$ cat config.mk
export PLATFORM = sky130hd
export DESIGN_NAME = mos_ctrl
export DESIGN_NICKNAME = d
export VERILOG_FILES = /design/src/rtl/core/metropolis_orbital_sampler_defines.svh /design/src/rtl/core/mos_pkg.sv /design/src/rtl/core/mos_ctrl.sv
export SDC_FILE = /design/constraint.sdc
export NUM_CORES = 1
export LEC_CHECK = 0
export BUFFER_PORTS_ARGS = -buffer_cell sky130_fd_sc_hd__buf_2
export CAP_MARGIN = 20
export CORE_MARGIN = 10
export CORE_UTILIZATION = 35
export DETAILED_ROUTE_END_ITERATION = 6
export PLACE_DENSITY = 0.57
export SYNTH_ARGS = -nofsm -noshare
export SYNTH_HDL_FRONTEND = slang
export SYNTH_SLANG_ARGS = --single-unit
export TNS_END_PERCENT = 10
$ cat constraint.sdc
create_clock -name clk -period 2.4 [get_ports clk]
set_input_delay 0.12 -clock clk [delete_from_list [all_inputs] [get_ports clk]]
set_output_delay 0.12 -clock clk [all_outputs]
set_load 0.1 [all_outputs]
$ cat src/rtl/core/metropolis_orbital_sampler_defines.svh
// Assertion macros for the sampler's top-level RTL file.
`ifndef METROPOLIS_ORBITAL_SAMPLER_DEFINES_SVH
`define METROPOLIS_ORBITAL_SAMPLER_DEFINES_SVH

// Consequent must hold in the same cycle as the antecedent.
`define MOS_ASSERT_NOW(lbl, clk, rst, ante, cons, msg) \
  lbl: assert property (@(posedge clk) disable iff (rst) (ante) |-> (cons)) \
    else $error(msg);

// Consequent must hold in the cycle after the antecedent.
`define MOS_ASSERT_NEXT(lbl, clk, rst, ante, cons, msg) \
  lbl: assert property (@(posedge clk) disable iff (rst) (ante) |=> (cons)) \
    else $error(msg);

`endif

$ cat src/rtl/core/mos_pkg.sv
// Types, constants and tables shared by the Metropolis sampler modules.
package mos_pkg;

  localparam int COORD_W = 24;
  localparam int CFG_W   = 20;
  localparam int RAND_W  = 16;
  localparam int SUM_W   = 40;
  localparam int SQ_W    = 48;

  localparam logic CFG_STEP_SIZE = 1'b0;
  localparam logic CFG_INV_SCALE = 1'b1;

  localparam logic [CFG_W-1:0]   STEP_RESET = 20'd196608;
  localparam logic [CFG_W-1:0]   INV_RESET  = 20'd65536;
  localparam logic [COORD_W-1:0] POS_RESET  = 24'd65536;
  // floor(sqrt(3 * 2^32)), the radius of the reset position.
  localparam logic [COORD_W-1:0] RAD_RESET  = 24'd113511;
  localparam logic [SQ_W-1:0]    ZSQ_RESET  = 48'h0001_0000_0000;
  localparam logic [SUM_W-1:0]   SUM_MAX    = 40'hFF_FFFF_FFFF;

  localparam logic [32:0] ONE_Q32    = 33'h1_0000_0000;
  // log2(e) in Q32 minus its integer part.
  localparam logic [30:0] LOG2E_FRAC = 31'd1901360723;
  localparam logic [31:0] LN2_Q32    = 32'd2977044472;
  localparam logic [3:0]  EXP_TERMS  = 4'd12;
  localparam logic [27:0] A_LIMIT    = 28'd2097152;

  typedef enum logic [4:0] {
    OP_NONE, OP_LOAD, OP_TRIAL_MUL, OP_TRIAL_SET, OP_SQ_MUL, OP_SQ_ADD,
    OP_SQRT_GO, OP_MAG_MUL, OP_EXP_A, OP_EXP_B_MUL, OP_EXP_B, OP_EXP_G_MUL,
    OP_EXP_G, OP_H_MUL, OP_H_REC, OP_H_QN, OP_H_FIX, OP_E_SET, OP_W_LOAD,
    OP_W_MUL, OP_W_ACC, OP_W_SAVE, OP_DECIDE, OP_COMMIT
  } op_t;

  typedef enum logic [1:0] {W_UQ_ZC, W_ZN_E, W_UQ_E, W_ACC_ZC} wsel_t;

  typedef struct packed {
    op_t         op;
    logic [1:0]  axis;
    logic [3:0]  n;
    logic [1:0]  limb;
    wsel_t       wsel;
  } cmd_t;

  typedef struct packed {
    logic sqrt_done;
    logic e_zero;
    logic rad_ge;
    logic out_free;
  } sts_t;

  // floor(2^32 / n) for the series divisors.
  function automatic logic [32:0] recip(input logic [3:0] n);
    logic [32:0] r;
    case (n)
      4'd1:    r = 33'h1_0000_0000;
      4'd2:    r = 33'd2147483648;
      4'd3:    r = 33'd1431655765;
      4'd4:    r = 33'd1073741824;
      4'd5:    r = 33'd858993459;
      4'd6:    r = 33'd715827882;
      4'd7:    r = 33'd613566756;
      4'd8:    r = 33'd536870912;
      4'd9:    r = 33'd477218588;
      4'd10:   r = 33'd429496729;
      4'd11:   r = 33'd390451572;
      4'd12:   r = 33'd357913941;
      default: r = '0;
    endcase
    return r;
  endfunction

endpackage

$ cat src/rtl/core/mos_ctrl.sv
// Controller: sequences one move attempt through the datapath.
module mos_ctrl (
  input  logic           clk,
  input  logic           rst,
  input  logic           s_tvalid,
  output logic           s_tready,
  output mos_pkg::cmd_t  cmd,
  input  mos_pkg::sts_t  sts
);
  import mos_pkg::*;

  typedef enum logic [4:0] {
    S_IDLE, S_TR_MUL, S_TR_SET, S_SQ_MUL, S_SQ_ADD, S_SQRT_GO, S_SQRT_WAIT,
    S_MAG_MUL, S_EXP_A, S_EXP_B_MUL, S_EXP_B, S_EXP_G_MUL, S_EXP_G,
    S_H_MUL, S_H_REC, S_H_QN, S_H_FIX, S_E_SET, S_W_LOAD, S_W_MUL, S_W_ACC,
    S_W_SAVE, S_DECIDE, S_COMMIT
  } state_t;

  state_t     state;
  logic [1:0] axis;
  logic [3:0] n;
  logic [1:0] limb;
  logic       wp;

  assign s_tready = (state == S_IDLE);

  always_comb begin
    cmd.axis = axis;
    cmd.n    = n;
    cmd.limb = limb;
    if (sts.rad_ge) begin
      cmd.wsel = wp ? W_ZN_E : W_UQ_ZC;
    end else begin
      cmd.wsel = wp ? W_ACC_ZC : W_UQ_E;
    end
    case (state)
      S_IDLE:      cmd.op = s_tvalid ? OP_LOAD : OP_NONE;
      S_TR_MUL:    cmd.op = OP_TRIAL_MUL;
      S_TR_SET:    cmd.op = OP_TRIAL_SET;
      S_SQ_MUL:    cmd.op = OP_SQ_MUL;
      S_SQ_ADD:    cmd.op = OP_SQ_ADD;
      S_SQRT_GO:   cmd.op = OP_SQRT_GO;
      S_MAG_MUL:   cmd.op = OP_MAG_MUL;
      S_EXP_A:     cmd.op = OP_EXP_A;
      S_EXP_B_MUL: cmd.op = OP_EXP_B_MUL;
      S_EXP_B:     cmd.op = OP_EXP_B;
      S_EXP_G_MUL: cmd.op = OP_EXP_G_MUL;
      S_EXP_G:     cmd.op = OP_EXP_G;
      S_H_MUL:     cmd.op = OP_H_MUL;
      S_H_REC:     cmd.op = OP_H_REC;
      S_H_QN:      cmd.op = OP_H_QN;
      S_H_FIX:     cmd.op = OP_H_FIX;
      S_E_SET:     cmd.op = OP_E_SET;
      S_W_LOAD:    cmd.op = OP_W_LOAD;
      S_W_MUL:     cmd.op = OP_W_MUL;
      S_W_ACC:     cmd.op = OP_W_ACC;
      S_W_SAVE:    cmd.op = OP_W_SAVE;
      S_DECIDE:    cmd.op = OP_DECIDE;
      S_COMMIT:    cmd.op = sts.out_free ? OP_COMMIT : OP_NONE;
      default:     cmd.op = OP_NONE;
    endcase
  end

  always_ff @(posedge clk) begin
    if (rst) begin
      state <= S_IDLE;
      axis  <= '0;
      n     <= '0;
      limb  <= '0;
      wp    <= 1'b0;
    end else begin
      case (state)
        S_IDLE: begin
          if (s_tvalid) begin
            state <= S_TR_MUL;
            axis  <= '0;
          end
        end
        S_TR_MUL: state <= S_TR_SET;
        S_TR_SET: begin
          if (axis == 2'd2) begin
            state <= S_SQ_MUL;
            axis  <= '0;
          end else begin
            state <= S_TR_MUL;
            axis  <= axis + 2'd1;
          end
        end
        S_SQ_MUL: state <= S_SQ_ADD;
        S_SQ_ADD: begin
          if (axis == 2'd2) begin
            state <= S_SQRT_GO;
          end else begin
            state <= S_SQ_MUL;
            axis  <= axis + 2'd1;
          end
        end
        S_SQRT_GO: state <= S_SQRT_WAIT;
        S_SQRT_WAIT: begin
          if (sts.sqrt_done) begin
            state <= S_MAG_MUL;
          end
        end
        S_MAG_MUL:   state <= S_EXP_A;
        S_EXP_A:     state <= S_EXP_B_MUL;
        S_EXP_B_MUL: state <= S_EXP_B;
        S_EXP_B:     state <= S_EXP_G_MUL;
        S_EXP_G_MUL: state <= S_EXP_G;
        S_EXP_G: begin
          // A large exponent argument gives zero without the series.
          if (sts.e_zero) begin
            state <= S_E_SET;
          end else begin
            state <= S_H_MUL;
            n     <= EXP_TERMS;
          end
        end
        S_H_MUL: state <= S_H_REC;
        S_H_REC: state <= S_H_QN;
        S_H_QN:  state <= S_H_FIX;
        S_H_FIX: begin
          if (n == 4'd1) begin
            state <= S_E_SET;
          end else begin
            state <= S_H_MUL;
            n     <= n - 4'd1;
          end
        end
        S_E_SET: begin
          state <= S_W_LOAD;
          wp    <= 1'b0;
        end
        S_W_LOAD: begin
          state <= S_W_MUL;
          limb  <= '0;
        end
        S_W_MUL: state <= S_W_ACC;
        S_W_ACC: begin
          if (limb != 2'd3) begin
            state <= S_W_MUL;
            limb  <= limb + 2'd1;
          end else if (wp) begin
            state <= S_DECIDE;
          end else if (sts.rad_ge) begin
            state <= S_W_SAVE;
          end else begin
            state <= S_W_LOAD;
            wp    <= 1'b1;
          end
        end
        S_W_SAVE: begin
          state <= S_W_LOAD;
          wp    <= 1'b1;
        end
        S_DECIDE: state <= S_COMMIT;
        S_COMMIT: begin
          if (sts.out_free) begin
            state <= S_IDLE;
          end
        end
        default: state <= S_IDLE;
      endcase
    end
  end

endmodule

=== Yosys cells after proc, flatten, opt, wreduce, memory -nomap -nowiden ===
Cells that the tools add are included.

* Output and inout bits: 16
* Input bits: 7
* Logic and storage cells: 83
* Register bits after elaboration: 14

* Reduce and logical (&&, ||, !) cells: 11
* Muxes and demuxes: 30
* Equality and inequality tests: 34
* $add $sub $neg: 3

{| class="wikitable"
|+ Operators by type and width
! cell !! number
|-
| $pmux W5 S23 || 2
|-
| $eq A5 B4 Y1 const B || 8
|-
| $eq A5 B5 Y1 const B || 8
|-
| $mux W5 || 6
|-
| $eq A5 B3 Y1 const B || 4
|-
| $ne A2 B2 Y1 const B || 9
|-
| $mux W2 || 6
|-
| $mux W3 || 4
|-
| $eq A5 B2 Y1 const B || 2
|-
| $reduce_and A3 Y1 || 3
|-
| $mux W4 || 2
|-
| $pmux W4 S2 || 1
|-
| $mux W1 || 6
|-
| $pmux W2 S3 || 1
|-
| $reduce_bool A3 Y1 || 2
|-
| $eq A5 B1 Y1 const B || 1
|-
| $logic_not A5 Y1 || 1
|-
| $add A2 B1 Y2 const B || 2
|-
| $eq A4 B1 Y1 const B || 1
|-
| $pmux W2 S2 || 1
|-
| $reduce_and A2 Y1 || 2
|-
| $reduce_bool A2 Y1 || 2
|-
| $sub A4 B1 Y4 const B || 1
|-
| $pmux W1 S3 || 1
|-
| 2 further kinds || 2
|}

=== Depth between registers and ports, before layout ===
* Word-level depth: 4
* Depth in mapped cells: 7
* Depth with buffers taken out: 6

=== Worst setup path after synthesis ===
No wires, ideal clock.

* Kind: register -> output
* Start: reg state[1]
* End: out cmd[11] (netlist name)
* Slack: -3.286 ns
* Data arrival time: 5.566 ns
* Cell stages (with the launch flop): 5
* Cell sequence: dfxtp_1 > buf_2 > buf_2 > a21oi_1 > a2111oi_0

{| class="wikitable"
|+ RTL lines
! what !! line !! text
|-
| start: declaration || mos_ctrl.sv:19 || <nowiki>state_t state;</nowiki>
|-
| start signal: assignment || mos_ctrl.sv:66 || <nowiki>state <= S_IDLE;</nowiki>
|-
| start signal: assignment || mos_ctrl.sv:75 || <nowiki>state <= S_TR_MUL;</nowiki>
|-
| start signal: assignment || mos_ctrl.sv:79 || <nowiki>S_TR_MUL: state <= S_TR_SET;</nowiki>
|-
| end: declaration || mos_ctrl.sv:7 || <nowiki>output mos_pkg::cmd_t cmd,</nowiki>
|}

==> run summary <==
status -> finished clean
synthesized area per cell -> 7.48 um^2
final period utilization -> 92.1%
drt first-iter violations -> 44
height of the die -> 78.8 um
Worst-path clk slew -> 0.08 ns
Setup crit end kind -> primary output
Design Power -> 588 uW
initial antenna violation count -> 0
vias in the first global route -> 1195
sequential share of the synthesized area -> 23.1%
Slew headroom -> 54.1%
fin. max-slew vios -> 0
power density cells -> 418 mW/mm^2
CTS root buf -> clkbuf_4
post-synth net total -> 175
RSZ-0062 raised after global routing -> no
# Max-Cap Violations -> 0
Syn Inst Count -> 162
final worst path period need -> 2.21 ns
Layout area overhead -> 16.0%
Die W -> 78.8 um
DRT Wirelength -> 3340 um
drt first pass iters -> 4
Tot GR Track Use -> 10.8%
Clock Sinks -> 14
Post-CTS Setup Inserts -> 0
I/O pin count -> 23
Setup Crit Path Kind -> reg2out
Seq cells post-synth -> 14
Syn Std Cell Area -> 0.00121 mm^2
final net count -> 192
crit-path max FO -> 14
largest net degree at the start of global routing -> 20
commonest non-fill, non-tap cell in the layout -> buf_2
post-synth cell types -> 44
dpl ws -> 0.479 ns
Hold Violations, Final -> 0
layout cell share with drive strength beyond 1 -> 21.5%
WP data required -> 2.28 ns
Clock Path Buffers -> 2
setup ws final -> 0.189 ns
crit path max-delay cell type -> or4b_2
CTS tree -> yes
ANT cells -> 0
delay-heaviest family, CP -> simple AND/OR/NAND/NOR gates
post-DR vias/cell -> 5.58
die area -> 0.00621 mm^2
Initial Util -> 36.3%
DRC Markers -> 0
Routed WL per cell -> 15.0 um
H-tree levels -> 1
worst-path cell chain -> or4b_2 > a21oi_1 > a31oi_1 > o21ai_1 > buf_12
Critical Path AT -> 2.09 ns
Num CTS Buffers -> 3
synth warn -> 0
setup violators final -> 0
Cell Rows -> 21
Highest Clock Rate -> 0.452 GHz
Clock Latency Late Sink -> 0.28 ns
Hold/Removal Path Class -> in2reg
Detail Route Antenna Nets -> 0
Worst Tran Pin Value -> 0.671 ns
Port Buf Inserts -> 22
Startpoint Class -> flop
critical path's largest stage delay -> 0.70 ns
GRT overflow -> 0
Post-CTS Resized -> 0
routability cong. -> 0.845
commonest non-fill, non-tap cells in the layout -> 20 x buf_2, 15 x a21oi_1, 14 x dfxtp_1, 12 x inv_1, 11 x nand2_1
total core area -> 0.00334 mm^2
fillers -> 377
Clock Skews -> 0.00693 ns
P_leak -> 0.512 nW
DP HPWL -> 2590 um
buffer and inverter count on the worst path -> 1
hold buffers post-CTS -> 0
maximum vdd drop -> 0.294 mV
via count -> 1244
first-pass GRT wire length -> 5690 um
==> final timing paths <==
path | startpoint | to | slack (ns) | depth (start not counted)
worst max-delay path | state[0] | cmd[10] | 0.19 | 5
worst min-delay path | rst | n[0] | 0.20 | 2
worst max register to register | state[3] | state[2] | 0.42 | 4
worst min register to register | axis[0] | axis[0] | 0.49 | 2
==> sequential cells by signal, summed over array words and instances (netlist names) <==
signal / count
axis: 2
state: 5
limb: 2
wp: 1
n: 4
==> layout make-up <==
class / count / area [um^2] / area share [%]
multi-input cells: 122 / 830 / 59.0
flip-flops and latches: 14 / 280 / 19.9
repair buffers: 26 / 170 / 12.1
well taps: 46 / 57.6 / 4.10
inverters: 12 / 45.0 / 3.21
clock buffers: 3 / 22.5 / 1.60
==> power by group <==
group          internal, mW  total, mW  switching [mW]
logic                0.0633      0.209           0.145
registers             0.238      0.248          0.0106
clock network        0.0582      0.131          0.0729
total                 0.359      0.588           0.229
==> metrics by stage <==
step | utilization, % | instance area, um^2 | setup TNS [ns] | hold WS, ns | std cells
CTS | 42.1 | 1410 | 0 | 0.201 | 223
finish | 42.1 | 1410 | 0 | 0.197 | 223
detailed placement | 41.4 | 1380 | 0 | 0.481 | 220
global placement | 41.4 | 1380 | 0 | 0.477 | 220
global route | 42.1 | 1410 | 0 | 0.214 | 223
floorplan | - | 1220 | -1.03 | 0.192 | 162
==> synthesized netlist by cell type, drive strengths merged <==
cell type	instances	area [um^2]
or4	1	7.51
o211ai	1	7.51
clkbuf	4	15.0
a311oi	1	8.76
mux2	2	22.5
a311o	1	10.0
a31oi	3	18.8
a211o	1	8.76
nand2	11	41.3
o41ai	1	8.76
a2111oi	4	53.8
a21boi	1	7.51
a32oi	2	17.5
nand2b	7	43.8
inv	12	45.0
or4b	1	10.0
ha	6	75.1
a211oi	7	52.6
nand3b	3	22.5
a21oi	15	75.1
a22o	1	8.76
nor3b	2	15.0
nand3	1	5.00
nor2	9	33.8
nor4	1	6.26
dfxtp	14	280
nor3	10	50.1
or3b	1	8.76
a2bb2oi	1	8.76
o31a	1	8.76
nor2b	6	37.5
a221oi	1	8.76
mux2i	2	20.0
or2	2	15.0
nor4b	2	17.5
o311ai	1	8.76
or3	1	6.26
o31ai	1	7.51
o21ai	10	50.1
and4b	1	10.0
buf	10	52.6
==> metal layers <==
layer	part of all wire [%]	up-vias	GRT usage, %
li1	-	626	-
met1	47	582	13.6
met2	47	34	18.3
met3	5.7	2	3.38
met4	0.33	0	0.538
met5	0	-	0
==> cells by family (layout without fill, tap and decap cells) <==
logic type / after synthesis / count (layout) / share of synthesized area, %
AOI/OAI and AO/OA: 53 / 53 / 30.6
adders and majority gates: 6 / 6 / 6.20
buffers and inverters: 26 / 41 / 9.30
DFF: 14 / 14 / 23.1
muxes: 4 / 4 / 3.51
and+or+nand+nor: 59 / 59 / 27.3
(Power assumes the default switching activity.)
